**config.mk**
```make
export PLATFORM = sky130hd
export DESIGN_NAME = ccvg_back
export DESIGN_NICKNAME = d
export VERILOG_FILES = /design/src/design/assert_macros.svh /design/src/design/ccvg_pkg.sv /design/src/design/ccvg_back.sv
export SDC_FILE = /design/constraint.sdc
export NUM_CORES = 2
export LEC_CHECK = 0
export BUFFER_PORTS_ARGS = -buffer_cell sky130_fd_sc_hd__clkbuf_2
export CAP_MARGIN = 40
export CORE_UTILIZATION = 35
export CTS_CLUSTER_SIZE = 24
export DETAILED_ROUTE_END_ITERATION = 10
export GPL_TIMING_DRIVEN = 0
export HOLD_SLACK_MARGIN = 0.05
export PLACE_DENSITY_LB_ADDON = 0.1
export SLEW_MARGIN = 0
export SYNTH_ARGS = -nofsm -noshare
export SYNTH_HDL_FRONTEND = slang
export SYNTH_SLANG_ARGS = --single-unit
```
**constraint.sdc**
```tcl
create_clock -name clk -period 10.65 [get_ports clk]
set_input_delay 1.065 -clock clk [delete_from_list [all_inputs] [get_ports clk]]
set_output_delay 1.065 -clock clk [all_outputs]
set_load 0.1 [all_outputs]
```
**src/design/assert_macros.svh**
```systemverilog
// ----------------------------------------------------------------------------
// assert_macros.svh
// Assertion shorthands, all clocked on clk and held off while rst_n is low.
// ----------------------------------------------------------------------------
`ifndef ASSERT_MACROS_SVH
`define ASSERT_MACROS_SVH

`ifndef SYNTH

// pre holds at an edge, so post holds at the same edge
`define ASSERT_IMPLY(label, pre, post, msg) \
    label: assert property (@(posedge clk) disable iff (!rst_n) (pre) |-> (post)) \
        else $error(msg);

// cond never holds at any edge
`define ASSERT_NEVER(label, cond, msg) \
    label: assert property (@(posedge clk) disable iff (!rst_n) !(cond)) \
        else $error(msg);

`else

`define ASSERT_IMPLY(label, pre, post, msg)
`define ASSERT_NEVER(label, cond, msg)

`endif

`endif

```
**src/design/ccvg_pkg.sv**
```systemverilog
// ----------------------------------------------------------------------------
// ccvg_pkg
// Types, constants and fixed-point helpers for the capsule vertex generator.
// ----------------------------------------------------------------------------
package ccvg_pkg;

    localparam int MAX_QUALITY_DEF    = 64;
    localparam int UNIT_FRAC_BITS_DEF = 14;
    localparam int QUEUE_DEPTH        = 4;

    // register indexes (byte address / 4)
    typedef logic [2:0] reg_idx_t;
    localparam reg_idx_t REG_RADIUS      = 3'd0;
    localparam reg_idx_t REG_BODY_LENGTH = 3'd1;
    localparam reg_idx_t REG_QUALITY     = 3'd2;
    localparam reg_idx_t REG_OFFSET_X    = 3'd3;
    localparam reg_idx_t REG_OFFSET_Y    = 3'd4;
    localparam reg_idx_t REG_OFFSET_Z    = 3'd5;
    localparam reg_idx_t REG_STEP_SINE   = 3'd6;
    localparam reg_idx_t REG_STEP_COSINE = 3'd7;

    // mesh sections (code three behaves as the body)
    typedef logic [1:0] sec_t;
    localparam sec_t SEC_BODY = 2'd0;
    localparam sec_t SEC_TOP  = 2'd1;
    localparam sec_t SEC_BOT  = 2'd2;

    typedef struct packed {
        logic        [30:0] radius;
        logic        [30:0] body_length;
        logic        [6:0]  quality;
        logic signed [31:0] offset_x;
        logic signed [31:0] offset_y;
        logic signed [31:0] offset_z;
        logic signed [15:0] step_sine;
        logic signed [15:0] step_cosine;
    } cfg_t;

    // one classified vertex, front to back
    typedef struct packed {
        logic signed [15:0] norm_x;
        logic signed [15:0] norm_y;
        logic signed [15:0] norm_z;
        logic               l_plus;
        logic               strip_last;
        logic               mesh_last;
    } vtx_t;

    localparam int VTX_W = $bits(vtx_t);

    function automatic logic signed [15:0] unit_one(input int frac);
        if (frac >= 15)
            return 16'sh7FFF;
        else
            return 16'(1 << frac);
    endfunction

    // round to nearest (ties up) after a right shift of frac, then clamp to 16 bits
    function automatic logic signed [15:0] rnd_sat16(input logic signed [32:0] s,
                                                     input int frac);
        logic signed [47:0] t;
        t = (48'(s) + (48'sd1 <<< (frac - 1))) >>> frac;
        if (t > 48'sd32767)
            return 16'sh7FFF;
        else if (t < -48'sd32768)
            return 16'sh8000;
        else
            return t[15:0];
    endfunction

    // a0*b0 +/- a1*b1, rounded and clamped
    function automatic logic signed [15:0] dot2(input logic signed [15:0] a0,
                                                input logic signed [15:0] b0,
                                                input logic signed [15:0] a1,
                                                input logic signed [15:0] b1,
                                                input logic neg,
                                                input int frac);
        logic signed [31:0] p0;
        logic signed [31:0] p1;
        logic signed [32:0] s;
        p0 = a0 * b0;
        p1 = a1 * b1;
        s  = neg ? (33'(p0) - 33'(p1)) : (33'(p0) + 33'(p1));
        return rnd_sat16(s, frac);
    endfunction

    function automatic logic signed [31:0] sat32(input logic signed [49:0] v);
        if (v > 50'sh0_0000_7FFF_FFFF)
            return 32'sh7FFF_FFFF;
        else if (v < -50'sh0_0000_8000_0000)
            return 32'sh8000_0000;
        else
            return v[31:0];
    endfunction

endpackage

```
**src/design/ccvg_back.sv**
```systemverilog
// ----------------------------------------------------------------------------
// ccvg_back
// Position pipeline: radius products, then offset, half length and
// saturation into the output register.
// ----------------------------------------------------------------------------
module ccvg_back
    import ccvg_pkg::*;
#(
    parameter int UNIT_FRAC_BITS = UNIT_FRAC_BITS_DEF
)
(
    input  logic         clk,
    input  logic         rst_n,
    input  cfg_t         cfg,
    input  vtx_t         q_data,
    input  logic         q_empty,
    output logic         pop,
    output logic         out_valid,
    input  logic         out_ready,
    output logic [143:0] out_data,
    output logic         out_last,
    output logic         out_mesh_last
);

    localparam logic signed [49:0] HALF = 50'sd1 <<< (UNIT_FRAC_BITS - 1);

    logic               v1_reg;
    vtx_t               s1_reg;
    logic signed [47:0] p_x_reg, p_y_reg, p_z_reg;
    logic               v2_reg;
    logic signed [31:0] pos_x_reg, pos_y_reg, pos_z_reg;
    vtx_t               s2_reg;

    logic               adv1, adv2;
    logic signed [31:0] rad;
    logic signed [49:0] half_len;
    logic signed [49:0] sum_x, sum_y, sum_z;

    assign adv2 = !v2_reg || out_ready;
    assign adv1 = !v1_reg || adv2;
    assign pop  = !q_empty && adv1;
    assign rad  = $signed({1'b0, cfg.radius});
    assign half_len = $signed(50'(cfg.body_length[30:1]));

    // stage valids
    always_ff @(posedge clk or negedge rst_n)
    begin
        if (!rst_n)
        begin
            v1_reg <= 1'b0;
            v2_reg <= 1'b0;
        end
        else
        begin
            if (adv1)
                v1_reg <= !q_empty;
            if (adv2)
                v2_reg <= v1_reg;
        end
    end

    // stage one: radius products
    always_ff @(posedge clk)
    begin
        if (pop)
        begin
            s1_reg  <= q_data;
            p_x_reg <= q_data.norm_x * rad;
            p_y_reg <= q_data.norm_y * rad;
            p_z_reg <= q_data.norm_z * rad;
        end
    end

    // stage two: round, offset, half length, clamp
    always_comb
    begin
        sum_x = 50'(cfg.offset_x) + ((50'(p_x_reg) + HALF) >>> UNIT_FRAC_BITS);
        sum_y = 50'(cfg.offset_y) + ((50'(p_y_reg) + HALF) >>> UNIT_FRAC_BITS)
              + (s1_reg.l_plus ? half_len : -half_len);
        sum_z = 50'(cfg.offset_z) + ((50'(p_z_reg) + HALF) >>> UNIT_FRAC_BITS);
    end

    always_ff @(posedge clk)
    begin
        if (adv2 && v1_reg)
        begin
            s2_reg    <= s1_reg;
            pos_x_reg <= sat32(sum_x);
            pos_y_reg <= sat32(sum_y);
            pos_z_reg <= sat32(sum_z);
        end
    end

    assign out_valid     = v2_reg;
    assign out_data      = {s2_reg.norm_z, s2_reg.norm_y, s2_reg.norm_x,
                            pos_z_reg, pos_y_reg, pos_x_reg};
    assign out_last      = s2_reg.strip_last;
    assign out_mesh_last = s2_reg.mesh_last;

endmodule

```
# ---- Yosys cells after proc, flatten, opt, wreduce, memory -nomap -nowiden
# Cells that the tools add are included.
# Widths: inputs -> output; s select.
dict set report totals {
  word_cells 47
  out_inout_bits 148
  reg_bits 343
}
dict set report op_classes {
  addsub 8
  multipliers 3
  mux 4
  n_reduce_logical 7
  n_lt_le_gt_ge 6
}
# cell count
set ops {}
lappend ops {{$add 48x15->49 const B} 3}
lappend ops {{$mul 16x32->48} 3}
lappend ops {{$add 32x35->36} 3}
lappend ops {{$mux 32} 3}
lappend ops {{$gt 36x32->1 const B} 2}
lappend ops {{$lt 36x32->1 const B} 2}
lappend ops {{$add 36x50->50} 1}
lappend ops {{$gt 50x32->1 const B} 1}
lappend ops {{$lt 50x32->1 const B} 1}
lappend ops {{$mux 50} 1}
lappend ops {{$neg 30->50} 1}
lappend ops {{$logic_not 1->1} 3}
lappend ops {{$logic_and 1x1->1} 2}
lappend ops {{$logic_or 1x1->1} 2}

# ---- Logic depth before layout (Yosys ltp)
dict set report logic_depth {
  word_depth 5
  mapped_depth 27
}

# ---- Worst setup path after synthesis
# No wires, ideal clock.
dict set report synth_path {
  kind {input -> output}
  from {input out_ready}
  to {output pop}
  required_time_ns 9.585
  arrival_time_ns 10.046
  path_slack_ns -0.461
  path_stages 2
  path_cell_list {nor2b_1 a21oi_1}
}
dict set report synth_via {
  elab_chain_len 3
}
# item line
set synth_rtl {}
lappend synth_rtl {{start, declared} ccvg_back.sv:19} ;# input logic out_ready,
lappend synth_rtl {{$logic_or 1x1->1} ccvg_back.sv:39} ;# assign adv2 = !v2_reg || out_ready;
lappend synth_rtl {{$logic_or 1x1->1} ccvg_back.sv:40} ;# assign adv1 = !v1_reg || adv2;
lappend synth_rtl {{$logic_and 1x1->1} ccvg_back.sv:41} ;# assign pop = !q_empty && adv1;
lappend synth_rtl {{end, declared} ccvg_back.sv:17} ;# output logic pop,
# No other way between the ends.

# ---- Worst setup path after layout
dict set report layout_path {
  from {input cfg[186] (netlist name)}
  to {register p_z_reg[47], data pin}
}
dict set report layout_via {
  elab_chain_len 1
}
# item line
set layout_rtl {}
lappend layout_rtl {{start, declared} ccvg_back.sv:14} ;# input cfg_t cfg,
lappend layout_rtl {{$mul 16x32->48} ccvg_back.sv:70} ;# p_z_reg <= q_data.norm_z * rad;
lappend layout_rtl {{end signal, assigned} ccvg_back.sv:70}
lappend layout_rtl {{end, declared} ccvg_back.sv:29} ;# logic signed [47:0] p_x_reg, p_y_reg, p_z_reg;
# No other way between the ends.
# A chain may end at the register's enable or synchronous reset.

==> implementation parameters <==
Parameter                              Value

Synth
  Dominant register cell in the synthesized netlist ... sky130_fd_sc_hd__edfxtp_1
  FF+latch count, synth ... 304
  Net count of the mapped netlist ... ~9,600
  Synth cell types ... 90
  Seq/Total Area, Yosys ... 0.135
  Cell types with the highest counts after synthesis ... sky130_fd_sc_hd__inv_1 (1,785), sky130_fd_sc_hd__fa_1 (1,261), sky130_fd_sc_hd__nand2_1 (1,076), sky130_fd_sc_hd__ha_1 (570), sky130_fd_sc_hd__and2_1 (487)
  Synth warnings ... 0
  Post-synth EDFFs ... between 300 and 400
  Yosys top cell by area ... sky130_fd_sc_hd__fa_1
  Average size of a mapped cell ... ~9.0 um^2
  Top cell type's share of synthesized area ... 0.374
  Most frequent cell after synthesis ... sky130_fd_sc_hd__inv_1
  FFs w/ async S/R, synth ... 0.00658
  Post-Synthesis Cell Area ... a little under 0.07 mm^2
  Cells after synthesis ... approximately 7,500
  Leading cell types by total area after synthesis ... sky130_fd_sc_hd__fa_1 (37%), sky130_fd_sc_hd__edfxtp_1 (13%), sky130_fd_sc_hd__ha_1 (11%)

Route
  Total via count after detailed routing ... just over 50,000
  Final ANT Viol Nets ... 0
  Detailed-routing iteration count for the pre-antenna-repair pass ... 5
  Violation count after the first detailed-routing iteration ... around 3,300
  Per-cell via count in the routed design ... between 4 and 5
  Total wire length ... about 240,000 um
  Average detailed-routed wire length per instance ... about 23 um
  DRC violation count after routing ... 0

Timing
  Slew at the pin closest to its max-slew limit ... between 0.9 and 1 ns
  Post-route clock period utilization ... 0.902
  Min Tclk post-route ... about 9.6 ns
  Final Hold Fails ... 0
  Worst max-slew margin expressed relative to the limit ... 0.356
  Peak clock frequency supported by timing ... approximately 0.10 GHz
  RSZ-0062 raised after global routing ... no
  Final number of max-transition violations ... 0
  Hold Worst Slack ... around 0.18 ns
  Total of endpoints with negative setup slack in the final report ... 0
  Worst setup skew after layout ... 0.0146 ns

Floorplanning
  Chip height ... 441 um
  Core area ... 0.191 mm^2
  Number of ports placed on the die boundary ... 400
  Initial Utilization ... 0.354
  Die Width ... about 440 um
  Row cnt ... 160
  Die area ... approximately 0.19 mm^2

CTS
  Number of setup buffers added after CTS ... 0
  Clock transition at path regs ... 0.05 ns
  Hold bufs inserted after CTS ... 0
  Resized Gates After CTS ... 0
  Clock Tree Buf Depth ... 3
  Root Buffer Master ... sky130_fd_sc_hd__clkbuf_16
  Clock tree from TritonCTS ... done
  H-tree levels ... 2
  Clk Latency, worst-skew pair ... approximately 0.67 ns
  Cts bufs inserted ... 46
  Number of clock sinks ... a little over 300

Run status
  Result of the run ... complete, no violations

GRT
  First-pass GRT wire length ... roughly 360,000 um
  Global route total overflow ... 0
  Number of antenna violations at the first check in global routing ... 27
  Global-route usage over all layers ... 0.251
  Pin count of the biggest net entering global routing ... 56
  Via count of the first global-routing pass ... about 55,000

Worst hold path
  Min-delay worst type ... in2async

Flow run
  Count of maximum capacitance violations ... 0

Final layout
  Proportion of layout cells with a drive suffix above 1 ... 0.0787
  Max reg flops ... between 50 and 60
  Utilization after layout ... 0.396
  Final net count ... 10,068
  Area overhead of the layout relative to synthesis ... 12.0%

Worst setup path
  Largest fanout of any net on the critical path ... 10
  Setup CP Type ... in2reg
  Critical Path RT ... 11.07 ns
  Arrival time at the worst endpoint ... between 10 and 15 ns
  Kind of end point of the critical path ... flip-flop
  Startpoint type of the worst setup path ... input pin

Placement
  Sum of net half-perimeters after detailed placement ... around 210,000 um
  Final RePlAce weighted congestion ... 0.955
  Number of buffers inserted by port buffering ... between 300 and 400
## stage by stage
step | area (um^2) | setup slack [ns] | std cells | setup TNS (ns)
finish | 75600 | 1.04 | 10558 | 0
global route | 75600 | 0.839 | 10545 | 0
CTS | 75500 | 1.26 | 10531 | 0
detailed placement | 74000 | 0.581 | 10447 | 0
global placement | 72300 | -0.0540 | 10323 | -0.0540
floorplan | 67500 | 2.85 | 7483 | 0
## worst max-delay path, cell delays in order
cell	delay, ns
sky130_fd_sc_hd__clkbuf_1	0.55
sky130_fd_sc_hd__buf_8	0.24
sky130_fd_sc_hd__clkbuf_1	0.73
sky130_fd_sc_hd__nand2_1	0.18
sky130_fd_sc_hd__fa_1	0.58
sky130_fd_sc_hd__inv_1	0.06
sky130_fd_sc_hd__fa_1	0.47
sky130_fd_sc_hd__inv_1	0.05
sky130_fd_sc_hd__fa_1	0.49
sky130_fd_sc_hd__inv_1	0.06
sky130_fd_sc_hd__fa_1	0.50
sky130_fd_sc_hd__fa_1	0.51
sky130_fd_sc_hd__inv_1	0.05
sky130_fd_sc_hd__fa_1	0.48
sky130_fd_sc_hd__inv_1	0.05
sky130_fd_sc_hd__ha_1	0.37
sky130_fd_sc_hd__nand4_1	0.13
sky130_fd_sc_hd__nor3_1	0.56
sky130_fd_sc_hd__nand3_1	0.36
sky130_fd_sc_hd__a211oi_1	0.72
sky130_fd_sc_hd__nor3_1	0.14
sky130_fd_sc_hd__o21ai_0	0.61
sky130_fd_sc_hd__a2111oi_0	0.25
sky130_fd_sc_hd__nor3_1	0.38
sky130_fd_sc_hd__a21o_1	0.21
sky130_fd_sc_hd__a21oi_1	0.09
sky130_fd_sc_hd__xnor2_1	0.12
## final cells by class
| cell class | count | area (um^2) |
|---|---|---|
| Tap cell | 2511 | 3140 |
| Clock inverter | 34 | 338 |
| Fill cell | 19623 | 115000 |
| Antenna cell | 26 | 65.1 |
| Buffer | 347 | 1420 |
| Timing Repair Buffer | 454 | 3390 |
| Inverter | 1787 | 6710 |
| Clock buffer | 50 | 1170 |
| Sequential cell | 304 | 9120 |
| Multi-Input combinational cell | 5045 | 50300 |
## worst paths after layout
path,slack [ns],startpoint,to,cells past startpoint
hold reg to reg,0.41,s1_reg[22],out_data[115],0
max in group asynchronous,10.38,rst_n,v1_reg,1
setup reg to reg,3.44,p_y_reg[15],pos_y_reg[3],26
setup / recovery,1.04,cfg[186],p_z_reg[47],27
min in group clk,0.41,s1_reg[22],out_data[115],0
hold / removal,0.18,rst_n,out_valid,1
## cells in the final DEF (no fill, tap or decap), types with 115 or more instances in the layout
| master | Yosys | layout |
|---|---|---|
| sky130_fd_sc_hd__inv_1 | 1785 | 1785 |
| sky130_fd_sc_hd__fa_1 | 1261 | 1261 |
| sky130_fd_sc_hd__nand2_1 | 1076 | 1076 |
| sky130_fd_sc_hd__ha_1 | 570 | 570 |
| sky130_fd_sc_hd__and2_1 | 487 | 486 |
| sky130_fd_sc_hd__clkbuf_2 | 3 | 335 |
| sky130_fd_sc_hd__clkbuf_1 | 313 | 314 |
| sky130_fd_sc_hd__edfxtp_1 | 302 | 302 |
| sky130_fd_sc_hd__nor2_1 | 239 | 239 |
| sky130_fd_sc_hd__xnor2_1 | 208 | 208 |
| sky130_fd_sc_hd__a21oi_1 | 198 | 197 |
| sky130_fd_sc_hd__o21ai_0 | 125 | 125 |
| sky130_fd_sc_hd__xor2_1 | 115 | 115 |
| sky130_fd_sc_hd__a21o_1 | 115 | 115 |
## per-layer routing
| layer | GRT usage | share of wire |
|---|---|---|
| met1 | 0.336 | 0.43 |
| met4 | 0.0945 | 0.042 |
| met5 | 0 | 0.00020 |
| met3 | 0.0386 | 0.061 |
| met2 | 0.406 | 0.46 |
## cell families (layout without fill, tap and decap cells)
logic type               Yosys count  in the layout  share of synthesized area
multiplexers                       2              2                   0.000297
buffers and inverters           2134           2672                      0.120
other                              0             26                          0
adder cells (fa/ha/maj)         1831           1831                      0.480
XOR/XNOR                         323            323                     0.0419
flip-flops                       304            304                      0.135
AO/OA/AOI/OAI                    701            701                     0.0696
AND/OR/NAND/NOR                 2188           2188                      0.153
Power is left out: the tool's default activity adds up to more than one toggle a clock period on the data nets, which glitch-free logic cannot reach.
