`src/design/assert_macros.svh`:
```
// ----------------------------------------------------------------------------
// assert_macros.svh
// Assertion shorthands, all clocked on clk and held off while rst_n is low.
// ----------------------------------------------------------------------------
`ifndef ASSERT_MACROS_SVH
`define ASSERT_MACROS_SVH

`ifndef SYNTH

// pre holds at an edge, so post holds at the same edge
`define ASSERT_IMPLY(label, pre, post, msg) \
    label: assert property (@(posedge clk) disable iff (!rst_n) (pre) |-> (post)) \
        else $error(msg);

// cond never holds at any edge
`define ASSERT_NEVER(label, cond, msg) \
    label: assert property (@(posedge clk) disable iff (!rst_n) !(cond)) \
        else $error(msg);

`else

`define ASSERT_IMPLY(label, pre, post, msg)
`define ASSERT_NEVER(label, cond, msg)

`endif

`endif

```
`src/design/ccvg_pkg.sv`:
```
// ----------------------------------------------------------------------------
// ccvg_pkg
// Types, constants and fixed-point helpers for the capsule vertex generator.
// ----------------------------------------------------------------------------
package ccvg_pkg;

    localparam int MAX_QUALITY_DEF    = 64;
    localparam int UNIT_FRAC_BITS_DEF = 14;
    localparam int QUEUE_DEPTH        = 4;

    // register indexes (byte address / 4)
    typedef logic [2:0] reg_idx_t;
    localparam reg_idx_t REG_RADIUS      = 3'd0;
    localparam reg_idx_t REG_BODY_LENGTH = 3'd1;
    localparam reg_idx_t REG_QUALITY     = 3'd2;
    localparam reg_idx_t REG_OFFSET_X    = 3'd3;
    localparam reg_idx_t REG_OFFSET_Y    = 3'd4;
    localparam reg_idx_t REG_OFFSET_Z    = 3'd5;
    localparam reg_idx_t REG_STEP_SINE   = 3'd6;
    localparam reg_idx_t REG_STEP_COSINE = 3'd7;

    // mesh sections (code three behaves as the body)
    typedef logic [1:0] sec_t;
    localparam sec_t SEC_BODY = 2'd0;
    localparam sec_t SEC_TOP  = 2'd1;
    localparam sec_t SEC_BOT  = 2'd2;

    typedef struct packed {
        logic        [30:0] radius;
        logic        [30:0] body_length;
        logic        [6:0]  quality;
        logic signed [31:0] offset_x;
        logic signed [31:0] offset_y;
        logic signed [31:0] offset_z;
        logic signed [15:0] step_sine;
        logic signed [15:0] step_cosine;
    } cfg_t;

    // one classified vertex, front to back
    typedef struct packed {
        logic signed [15:0] norm_x;
        logic signed [15:0] norm_y;
        logic signed [15:0] norm_z;
        logic               l_plus;
        logic               strip_last;
        logic               mesh_last;
    } vtx_t;

    localparam int VTX_W = $bits(vtx_t);

    function automatic logic signed [15:0] unit_one(input int frac);
        if (frac >= 15)
            return 16'sh7FFF;
        else
            return 16'(1 << frac);
    endfunction

    // round to nearest (ties up) after a right shift of frac, then clamp to 16 bits
    function automatic logic signed [15:0] rnd_sat16(input logic signed [32:0] s,
                                                     input int frac);
        logic signed [47:0] t;
        t = (48'(s) + (48'sd1 <<< (frac - 1))) >>> frac;
        if (t > 48'sd32767)
            return 16'sh7FFF;
        else if (t < -48'sd32768)
            return 16'sh8000;
        else
            return t[15:0];
    endfunction

    // a0*b0 +/- a1*b1, rounded and clamped
    function automatic logic signed [15:0] dot2(input logic signed [15:0] a0,
                                                input logic signed [15:0] b0,
                                                input logic signed [15:0] a1,
                                                input logic signed [15:0] b1,
                                                input logic neg,
                                                input int frac);
        logic signed [31:0] p0;
        logic signed [31:0] p1;
        logic signed [32:0] s;
        p0 = a0 * b0;
        p1 = a1 * b1;
        s  = neg ? (33'(p0) - 33'(p1)) : (33'(p0) + 33'(p1));
        return rnd_sat16(s, frac);
    endfunction

    function automatic logic signed [31:0] sat32(input logic signed [49:0] v);
        if (v > 50'sh0_0000_7FFF_FFFF)
            return 32'sh7FFF_FFFF;
        else if (v < -50'sh0_0000_8000_0000)
            return 32'sh8000_0000;
        else
            return v[31:0];
    endfunction

endpackage

```
`src/design/ccvg_fifo.sv`:
```
// ----------------------------------------------------------------------------
// ccvg_fifo
// Small register queue between the walk front end and the position back end.
// ----------------------------------------------------------------------------
module ccvg_fifo
    import ccvg_pkg::*;
#(
    parameter int WIDTH = VTX_W,
    parameter int DEPTH = QUEUE_DEPTH
)
(
    input  logic             clk,
    input  logic             rst_n,
    input  logic             push,
    input  logic [WIDTH-1:0] wdata,
    input  logic             pop,
    output logic [WIDTH-1:0] rdata,
    output logic             full,
    output logic             empty
);

    localparam int PW = (DEPTH > 1) ? $clog2(DEPTH) : 1;
    localparam int CW = $clog2(DEPTH + 1);

    logic [WIDTH-1:0] mem_reg [DEPTH];
    logic [PW-1:0]    wr_ptr_reg;
    logic [PW-1:0]    rd_ptr_reg;
    logic [CW-1:0]    count_reg;

    assign full  = (count_reg == CW'(DEPTH));
    assign empty = (count_reg == '0);
    assign rdata = mem_reg[rd_ptr_reg];

    // storage, no reset needed
    always_ff @(posedge clk)
    begin
        if (push)
            mem_reg[wr_ptr_reg] <= wdata;
    end

    // pointers and fill level
    always_ff @(posedge clk or negedge rst_n)
    begin
        if (!rst_n)
        begin
            wr_ptr_reg <= '0;
            rd_ptr_reg <= '0;
            count_reg  <= '0;
        end
        else
        begin
            if (push)
                wr_ptr_reg <= (wr_ptr_reg == PW'(DEPTH - 1)) ? '0 : wr_ptr_reg + 1'b1;
            if (pop)
                rd_ptr_reg <= (rd_ptr_reg == PW'(DEPTH - 1)) ? '0 : rd_ptr_reg + 1'b1;
            if (push && !pop)
                count_reg <= count_reg + 1'b1;
            else if (pop && !push)
                count_reg <= count_reg - 1'b1;
        end
    end

endmodule

```
`config.mk`:
```
export PLATFORM = sky130hd
export DESIGN_NAME = ccvg_fifo
export DESIGN_NICKNAME = d
export VERILOG_FILES = /design/src/design/assert_macros.svh /design/src/design/ccvg_pkg.sv /design/src/design/ccvg_fifo.sv
export SDC_FILE = /design/constraint.sdc
export NUM_CORES = 1
export LEC_CHECK = 0
export BUFFER_PORTS_ARGS = -buffer_cell sky130_fd_sc_hd__buf_4
export CAP_MARGIN = 20
export CORE_MARGIN = 1.5
export CORE_UTILIZATION = 59
export CTS_BUF_LIST = sky130_fd_sc_hd__clkbuf_4
export DETAILED_ROUTE_END_ITERATION = 12
export GPL_ROUTABILITY_DRIVEN = 0
export HOLD_SLACK_MARGIN = 0.03
export PLACE_DENSITY = 0.82
export SETUP_SLACK_MARGIN = 0.02
export SYNTH_ARGS = -nofsm -noshare
export SYNTH_HDL_FRONTEND = slang
export SYNTH_SLANG_ARGS = --single-unit
```
`constraint.sdc`:
```
create_clock -name clk -period 2.45 [get_ports clk]
set_input_delay 0.245 -clock clk [delete_from_list [all_inputs] [get_ports clk]]
set_output_delay 0.245 -clock clk [all_outputs]
set_load 0.02 [all_outputs]
```
Yosys cells after proc, flatten, opt, wreduce, memory -nomap -nowiden
Memories as Yosys holds them, arrays and structs flattened.
Cells that the tools add are included.
Widths: inputs -> output; s select.

word-level totals
  bits in writable memories = 204
  ROM bits = 0
  bits in latches = 0
  memories = 1
  output and inout port bits = 53
  input bits = 55
  register bits = 7
  logic and storage cells = 23

cells by class
  bitwise operators = 0
  add/subtract/negate cells = 4
  equality and inequality tests = 3
  muxes and demuxes = 6
  order comparisons = 0
  divide/modulo/power cells = 0
  reductions and logical operators = 6
  shift operators = 0
  multiply operators = 0

memories
  memory   depth  bits a word  rd ports  clocked after Yosys merged registers in  wr ports  RTL line         source
  mem_reg  4      51           1         0                                        1         ccvg_fifo.sv:25  logic [WIDTH-1:0] mem_reg [DEPTH];

operators with widths
  kind                 number
  $mux 3               2
  $add 2x1->2 const B  2
  $eq 2x2->1 const B   2
  $mux 2               2
  $add 3x1->3 const B  1
  $eq 3x3->1 const B   1
  $logic_not 3->1      1
  $sub 3x1->3 const B  1
  $logic_and 1x1->1    2
  $logic_not 1->1      2
  $mux 1               2
  $reduce_bool 2->1    1

Logic depth before layout (Yosys ltp)
Gate-level depths: netlist (run 1).

  depth in word-level cells = 4
  mapped depth = 7
  gate-level depth less buffers = 7

Least setup slack after synthesis (run 1)
No wires, ideal clock.

  kind = register -> register
  from = reg wr_ptr_reg[0]
  to = mem mem_reg[2][0] in the netlist's numbering (enable)
  required time = 2036 ps
  arrival time = 1838 ps
  path buffers = 0
  period minus slack after synthesis = 2252 ps
  setup time = 414 ps
  path slack = 198 ps
  stages on the path, launching flop included = 4
  path through = dfrtp_1 inv_1 ha_1 and2_1

RTL lines
  element                 RTL line         source
  from (decl)             ccvg_fifo.sv:26  logic [PW-1:0] wr_ptr_reg;
  from (signal assigned)  ccvg_fifo.sv:53  wr_ptr_reg <= (wr_ptr_reg == PW'(DEPTH - 1)) ? '0 : wr_ptr_reg + 1'b1;
  to (decl)               ccvg_fifo.sv:25

Straight into the memory's write port.

Final worst setup path (run 1)
  from = reg rd_ptr_reg[1]
  to = out rdata[34]

between the ends
  cells in the longest elaborated chain, start to end = 1

RTL lines
  element                 RTL line         source
  from (decl)             ccvg_fifo.sv:27  logic [PW-1:0] rd_ptr_reg;
  from (signal assigned)  ccvg_fifo.sv:55  rd_ptr_reg <= (rd_ptr_reg == PW'(DEPTH - 1)) ? '0 : rd_ptr_reg + 1'b1;
  $mem_v2 4x51            --
  to (decl)               ccvg_fifo.sv:17  output logic [WIDTH-1:0] rdata,

Every way passes these cells.

==> flow_metrics.py, run 1 <==
metrics = {
    "cts": {
        "cts_sinks": 211,
        "cts_tree": "built",
        "cts_buffers": 51,
        "cts_max_path_buffers": 3,
        "h-tree-depth": 2,
        "clk_pin_slew_ps": 70,
        "cts_root_buf": "clkbuf_4",
        "clkLatencyLatePin_ps": 600,
    },
    "floorplanning": {
        "initial_core_util": 0.6136,
        "coreArea_sq_mm": 0.01277,
        "ioPinCount": 108,
        "die_w_microns": 118.3,
        "fp.dieH_microns": 118.3,
        "dieArea_sq_mm": 0.01398,
        "rows": 41,
    },
    "yosys": {
        "ys_seq_area_frac": 0.8040,
        "syn-cell-area_sq_mm": 0.007838,
        "synth_nets": 366,
        "synth.area.top_cells": "edfxtp_1 (78%), mux4_2 (14%), dfrtp_1 (2.2%)",
        "syn_area_per_cell_sq_um": 25.78,
        "ys_ff_latch": 211,
        "synth_area_leader_cell": "edfxtp_1",
        "synth_cell_types": 20,
        "yosysTopAreaCellShare": 0.7816,
        "ys_warn_count": 0,
        "synthCells": 304,
    },
    "critical_path": {
        "r2r_slack_ps": 740,
        "start_kind": "register",
        "crit_chain": "buf_12 -> mux4_2 -> buf_4",
        "worstPathArrival_ps": 2060,
        "critPathKind": "register to output port",
        "endpoint_kind": "output port",
        "cp_slowest_cell": "dfrtp_4",
        "reg2reg_to": "mem_reg[2][6]",
        "critical-path-max-stage-delay_ps": 620,
        "timing.rr.start": "wr_ptr_reg[0]",
        "r2r_cells": 4,
        "startpoint": "rd_ptr_reg[1]",
        "cp.required_ps": 2200,
        "critPathMaxFanout": 34,
    },
    "layout": {
        "layout_commonest_cell": "edfxtp_1",
        "multi_input_comb_area_sq_mm": 0.001386,
        "largest_reg_flops": 204,
        "drive_gt1_frac": 0.4486,
        "nets": 582,
        "seqCellArea_sq_mm": 0.006309,
        "syn_to_final_growth_pct": 28.70,
        "layout_common_cells": "edfxtp_1 (204), buf_4 (111), clkbuf_4 (71)",
        "antenna-diode-count": 0,
        "fill_cells": 648,
    },
    "route": {
        "drt_wl_total_microns": 14110,
        "dr.first_iter.drc_count": 226,
        "vias": 3881,
        "first_pass_iters": 6,
        "route.met2.wl_microns": 7400,
        "ant_nets": 0,
        "met1Wirelength_microns": 5802,
        "drcViolationCount": 0,
        "dr.max_layer_used": "met4",
        "viasPerCell": 5.338,
        "wl_met3_microns": 694,
        "avgRoutedWirePerCell_microns": 19.41,
    },
    "global_route": {
        "grt_use_total": 0.2120,
        "grt_max_degree": 36,
        "grt_pass1_wl_microns": 22080,
        "antenna_found_initial": 0,
        "grt_pass1_vias": 4210,
        "grt_overflow": 0,
    },
    "min_path": {
        "hp-start": "wdata[45]",
        "min_to": "mem_reg[0][45]",
        "hold_depth": 2,
        "hold_class": "input port to register",
    },
    "sta": {
        "fin_crit_ps": 2306,
        "finalHoldViolCount": 0,
        "min_period_over_period": 0.9412,
        "setup_slack_ps": 144.1,
        "rsz0062_at_grt": "false",
        "final-setup-viol-count": 0,
        "relSlewSlack": 0.6537,
        "slew_violations": 0,
        "fin_skew_ps": 16.55,
        "tns_ps": 0,
        "clock.fmax_mhz": 433.7,
        "tightest_slew_ps": 519.4,
    },
    "power": {
        "cellLeakagePower_nw": 3.610,
        "powerDensity_mw_per_mm2": 1127,
        "ir_worst_vdd_mv": 0.7313,
        "power_mw": 11.36,
    },
    "placed_design": {
        "numPortBuffers": 107,
        "dp_slack_ps": 530.1,
        "dp_hpwl_microns": 8328,
    },
    "status": {
        "status": "finished, final reports clean",
    },
    "run": {
        "maxCapViolCount": 0,
    },
}
==> kinds of logic after synthesis <==
group,count (synthesis),share of synthesized area
flops,211,0.8040
simple gates,11,0.007183
xor+xnor,3,0.003353
mux,54,0.1523
compound gates,2,0.001277
fa+ha+maj,7,0.01213
buf+inv,16,0.01979
==> routing by layer <==
metal,GRT usage,up-vias
met3,0.05164,22
met4,0.07851,0
li1,-,1758
met5,0,-
met1,0.2672,1970
met2,0.3612,131
==> worst max path at each step <==
| stage | endpoint | depth (start not counted) | slack, ps |
|---|---|---|---|
| detailed placement | rdata[42] | 3 | 530 |
| global placement | rdata[42] | 3 | 550 |
| CTS | rdata[42] | 3 | 70 |
| finish | rdata[34] | 3 | 140 |
| floorplan | mem_reg[2][0] | 3 | 200 |
| global route | rdata[32] | 3 | 40 |
==> cell type report <==
| type | instances | share of cell area |
|---|---|---|
| clock buffer | 71 | 0.05284 |
| clock inverter | 17 | 0.006450 |
| inverter | 4 | 0.001488 |
| multi-input combinational | 77 | 0.1374 |
| sequential | 211 | 0.6254 |
| tap | 172 | 0.02133 |
| timing repair buffer | 175 | 0.1550 |
==> power by group <==
part,total (mW),leakage [nW],internal [mW],switching [mW]
Combinational,3.91,1.30,1.92,1.99
Sequential,4.90,1.95,4.64,0.255
Clock,2.56,0.356,1.33,1.23
Total,11.4,3.61,7.89,3.47
==> synth_stat cells, drive strengths merged <==
library cell / count
xor2: 2
fa: 1
edfxtp: 204
xnor2: 1
nor3b: 1
clkbuf: 1
nor2: 3
inv: 4
buf: 11
nor3: 1
dfrtp: 7
ha: 6
mux4: 51
nand2: 2
o21ai: 2
and2: 4
mux2: 3
==> worst max-delay path: cells and delay by family (launching register included) <==
family	cells	cell delay, ps
flip-flops	1	620
multiplexers	1	370
buffers and inverters	2	450
==> timing repair <==
item	in CTS	in global routing
buffers inserted	2	0
hold buffers	55	0
endpoints found under the hold margin	215	0
setup endpoints to repair	45	0
resized for setup	1	0
==> stage by stage <==
stage          hold slack (ps)  instance area [sq um]  cells  utilization
2_1_floorplan           -50.59                   7838    304            -
3_3_place_gp             63.59                   8921    582       0.6984
3_5_place_dp             64.59                   8921    582       0.6984
4_1_cts                  318.1                  10090    727       0.7897
5_1_grt                  330.6                  10090    727       0.7897
6_report                 377.1                  10090    727       0.7897
Note: power is estimated with default switching activity, not from simulation.
==> run 2: changes to the inputs <==
--- a/config.mk
+++ b/config.mk
@@ -8,12 +8,12 @@
 export BUFFER_PORTS_ARGS = -buffer_cell sky130_fd_sc_hd__buf_4
 export CAP_MARGIN = 20
 export CORE_MARGIN = 1.5
-export CORE_UTILIZATION = 59
+export CORE_UTILIZATION = 56
 export CTS_BUF_LIST = sky130_fd_sc_hd__clkbuf_4
 export DETAILED_ROUTE_END_ITERATION = 12
 export GPL_ROUTABILITY_DRIVEN = 0
 export HOLD_SLACK_MARGIN = 0.03
-export PLACE_DENSITY = 0.82
+export PLACE_DENSITY = 0.78
 export SETUP_SLACK_MARGIN = 0.02
 export SYNTH_ARGS = -nofsm -noshare
 export SYNTH_HDL_FRONTEND = slang
==> constraint.sdc (replaced) <==
create_clock -name clk -period 2.5 [get_ports clk]
set_input_delay 0.25 -clock clk [delete_from_list [all_inputs] [get_ports clk]]
set_output_delay 0.25 -clock clk [all_outputs]
set_load 0.01 [all_outputs]
==> run 2 against run 1 <==
Register-to-register slack better by 30 ps. Combinational power down 11%. Worst setup slack better by 32 ps. Critical path type unchanged. Critical endpoint is now rdata[8]. Largest cell class unchanged.
==> flow_metrics.py, run 2 (synthesis gave the netlist of run 1 again) <==
metrics = {
    "status": {
        "status": "finished, final reports clean",
    },
    "cts": {
        "cts_buffers": 52,
        "cts_root_buf": "clkbuf_4",
        "cts_max_path_buffers": 3,
        "cts_tree": "built",
        "cts_resized": 0,
        "clk_pin_slew_ps": 60,
        "clkLatencyLatePin_ps": 600,
        "h-tree-depth": 2,
        "cts_sinks": 211,
    },
    "run": {
        "maxCapViolCount": 0,
    },
    "route": {
        "ant_nets": 0,
        "drcViolationCount": 0,
        "first_pass_iters": 4,
        "dr.first_iter.drc_count": 243,
        "vias": 3918,
        "drt_wl_total_microns": 14530,
        "viasPerCell": 5.302,
        "avgRoutedWirePerCell_microns": 19.67,
    },
    "power": {
        "powerDensity_mw_per_mm2": 1081,
        "power_mw": 10.97,
        "clkPwrFrac": 0.247,
        "switching_share": 0.2786,
        "ir_worst_vdd_mv": 0.6177,
        "netSwitchingPower_mw": 3.056,
        "power_frac_comb": 0.317,
        "pwr-share-seq": 0.436,
        "internal_power_mw": 7.913,
        "cellLeakagePower_nw": 3.661,
    },
    "critical_path": {
        "cp.required_ps": 2250,
        "cp_slowest_cell": "dfrtp_4",
        "critPathTopFamily": "flip-flops",
        "crit_top_cell": "buf_4",
        "crit_chain": "buf_4 -> mux4_2 -> buf_4",
        "critPathBufInv": 2,
        "critPathMaxFanout": 9,
        "critPathKind": "register to output port",
        "worstPathArrival_ps": 2070,
        "endpoint_kind": "output port",
        "start_kind": "register",
        "critical-path-max-stage-delay_ps": 530,
    },
    "floorplanning": {
        "coreArea_sq_mm": 0.01377,
        "fp.dieH_microns": 121.3,
        "ioPinCount": 108,
        "initial_core_util": 0.5690,
        "dieArea_sq_mm": 0.01471,
        "die_w_microns": 121.3,
        "rows": 43,
    },
    "min_path": {
        "hold_class": "input port to register",
    },
    "layout": {
        "syn_to_final_growth_pct": 29.41,
        "layout_common_cells": "edfxtp_1 (204), buf_4 (119), clkbuf_4 (83)",
        "final_core_util": 0.7364,
        "largest_reg_flops": 204,
        "antenna-diode-count": 0,
        "nets": 589,
        "drive_gt1_frac": 0.4758,
        "layout_commonest_cell": "edfxtp_1",
        "fill_cells": 829,
    },
    "global_route": {
        "grt_use_total": 0.2090,
        "antenna_found_initial": 0,
        "grt_pass1_wl_microns": 22630,
        "grt_overflow": 0,
        "grt_pass1_vias": 4274,
        "grt_max_degree": 39,
    },
    "sta": {
        "min_period_over_period": 0.9296,
        "clock.fmax_mhz": 430.3,
        "final-setup-viol-count": 0,
        "finalHoldViolCount": 0,
        "rsz0062_at_grt": "false",
        "tightest_slew_ps": 527.9,
        "fin_crit_ps": 2324,
        "tns_ps": 0,
        "relSlewSlack": 0.6481,
        "fin_skew_ps": 23.10,
        "slew_violations": 0,
    },
    "placed_design": {
        "numPortBuffers": 107,
        "dp_hpwl_microns": 8523,
    },
}
[run 2: worst paths after layout]
check	end	slack, ps	cells after the start	from
min	mem_reg[2][26]	390	2	wdata[26]
max	rdata[8]	180	3	rd_ptr_reg[0]
max reg2reg	mem_reg[2][40]	770	4	wr_ptr_reg[0]
min in group asynchronous	wr_ptr_reg[0]	640	3	rst_n
max in group asynchronous	rd_ptr_reg[0]	1570	3	rst_n
min reg2reg	count_reg[2]	510	1	count_reg[2]
[run 2: cell type report]
class                      instances  area [sq um]  area share
clock buffer                      83         623.1     0.06144
sequential                       211          6306      0.6218
multi-input combinational         77          1386      0.1367
inverter                           4         15.01    0.001480
clock inverter                     3         11.26    0.001110
tap                              180         225.2     0.02221
timing repair buffer             181          1575      0.1553
[run 2: worst register-to-register path: stages, from the launching register on]
cell and delay, ps:
dfrtp_1 420, inv_1 120, ha_1 150, and2_2 420, buf_4 290
[run 2: through the flow]
| stage | instances | hold slack, ps | cell area, sq um | setup WS (ps) |
|---|---|---|---|---|
| detailed placement | 593 | 70.91 | 8916 | 570.9 |
| finish | 739 | 386.0 | 10140 | 175.9 |
| global placement | 593 | 66.10 | 8916 | 599.2 |
| global route | 739 | 335.6 | 10140 | 56.16 |
| CTS | 739 | 328.6 | 10140 | 106.8 |
| floorplan | 304 | -45.59 | 7838 | 247.9 |
[run 2: metal layers]
| metal | routed length, microns | vias to the layer above | part of all wire | track usage |
|---|---|---|---|---|
| met5 | 0 | - | 0 | 0 |
| met4 | 204 | 0 | 0.014 | 0.08529 |
| met3 | 713 | 18 | 0.049 | 0.04934 |
| met2 | 7389 | 118 | 0.51 | 0.3407 |
| met1 | 6226 | 2017 | 0.43 | 0.2751 |
| li1 | - | 1765 | - | - |
[run 2: power by group through the flow]
stage / clock network, mW / logic [mW] / registers (mW)
floorplan: 0 / 2.12 / 4.74
global placement: 0 / 3.26 / 4.88
detailed placement: 0 / 3.32 / 4.92
CTS: 2.78 / 3.53 / 4.79
global route: 2.97 / 3.72 / 4.84
finish: 2.71 / 3.47 / 4.79
[run 2: timing repair]
item / CTS / global route
setup buffers: 5 / 0
hold buffers: 55 / 0
endpoints found under the setup margin: 37 / 0
hold endpoints to repair: 215 / 0
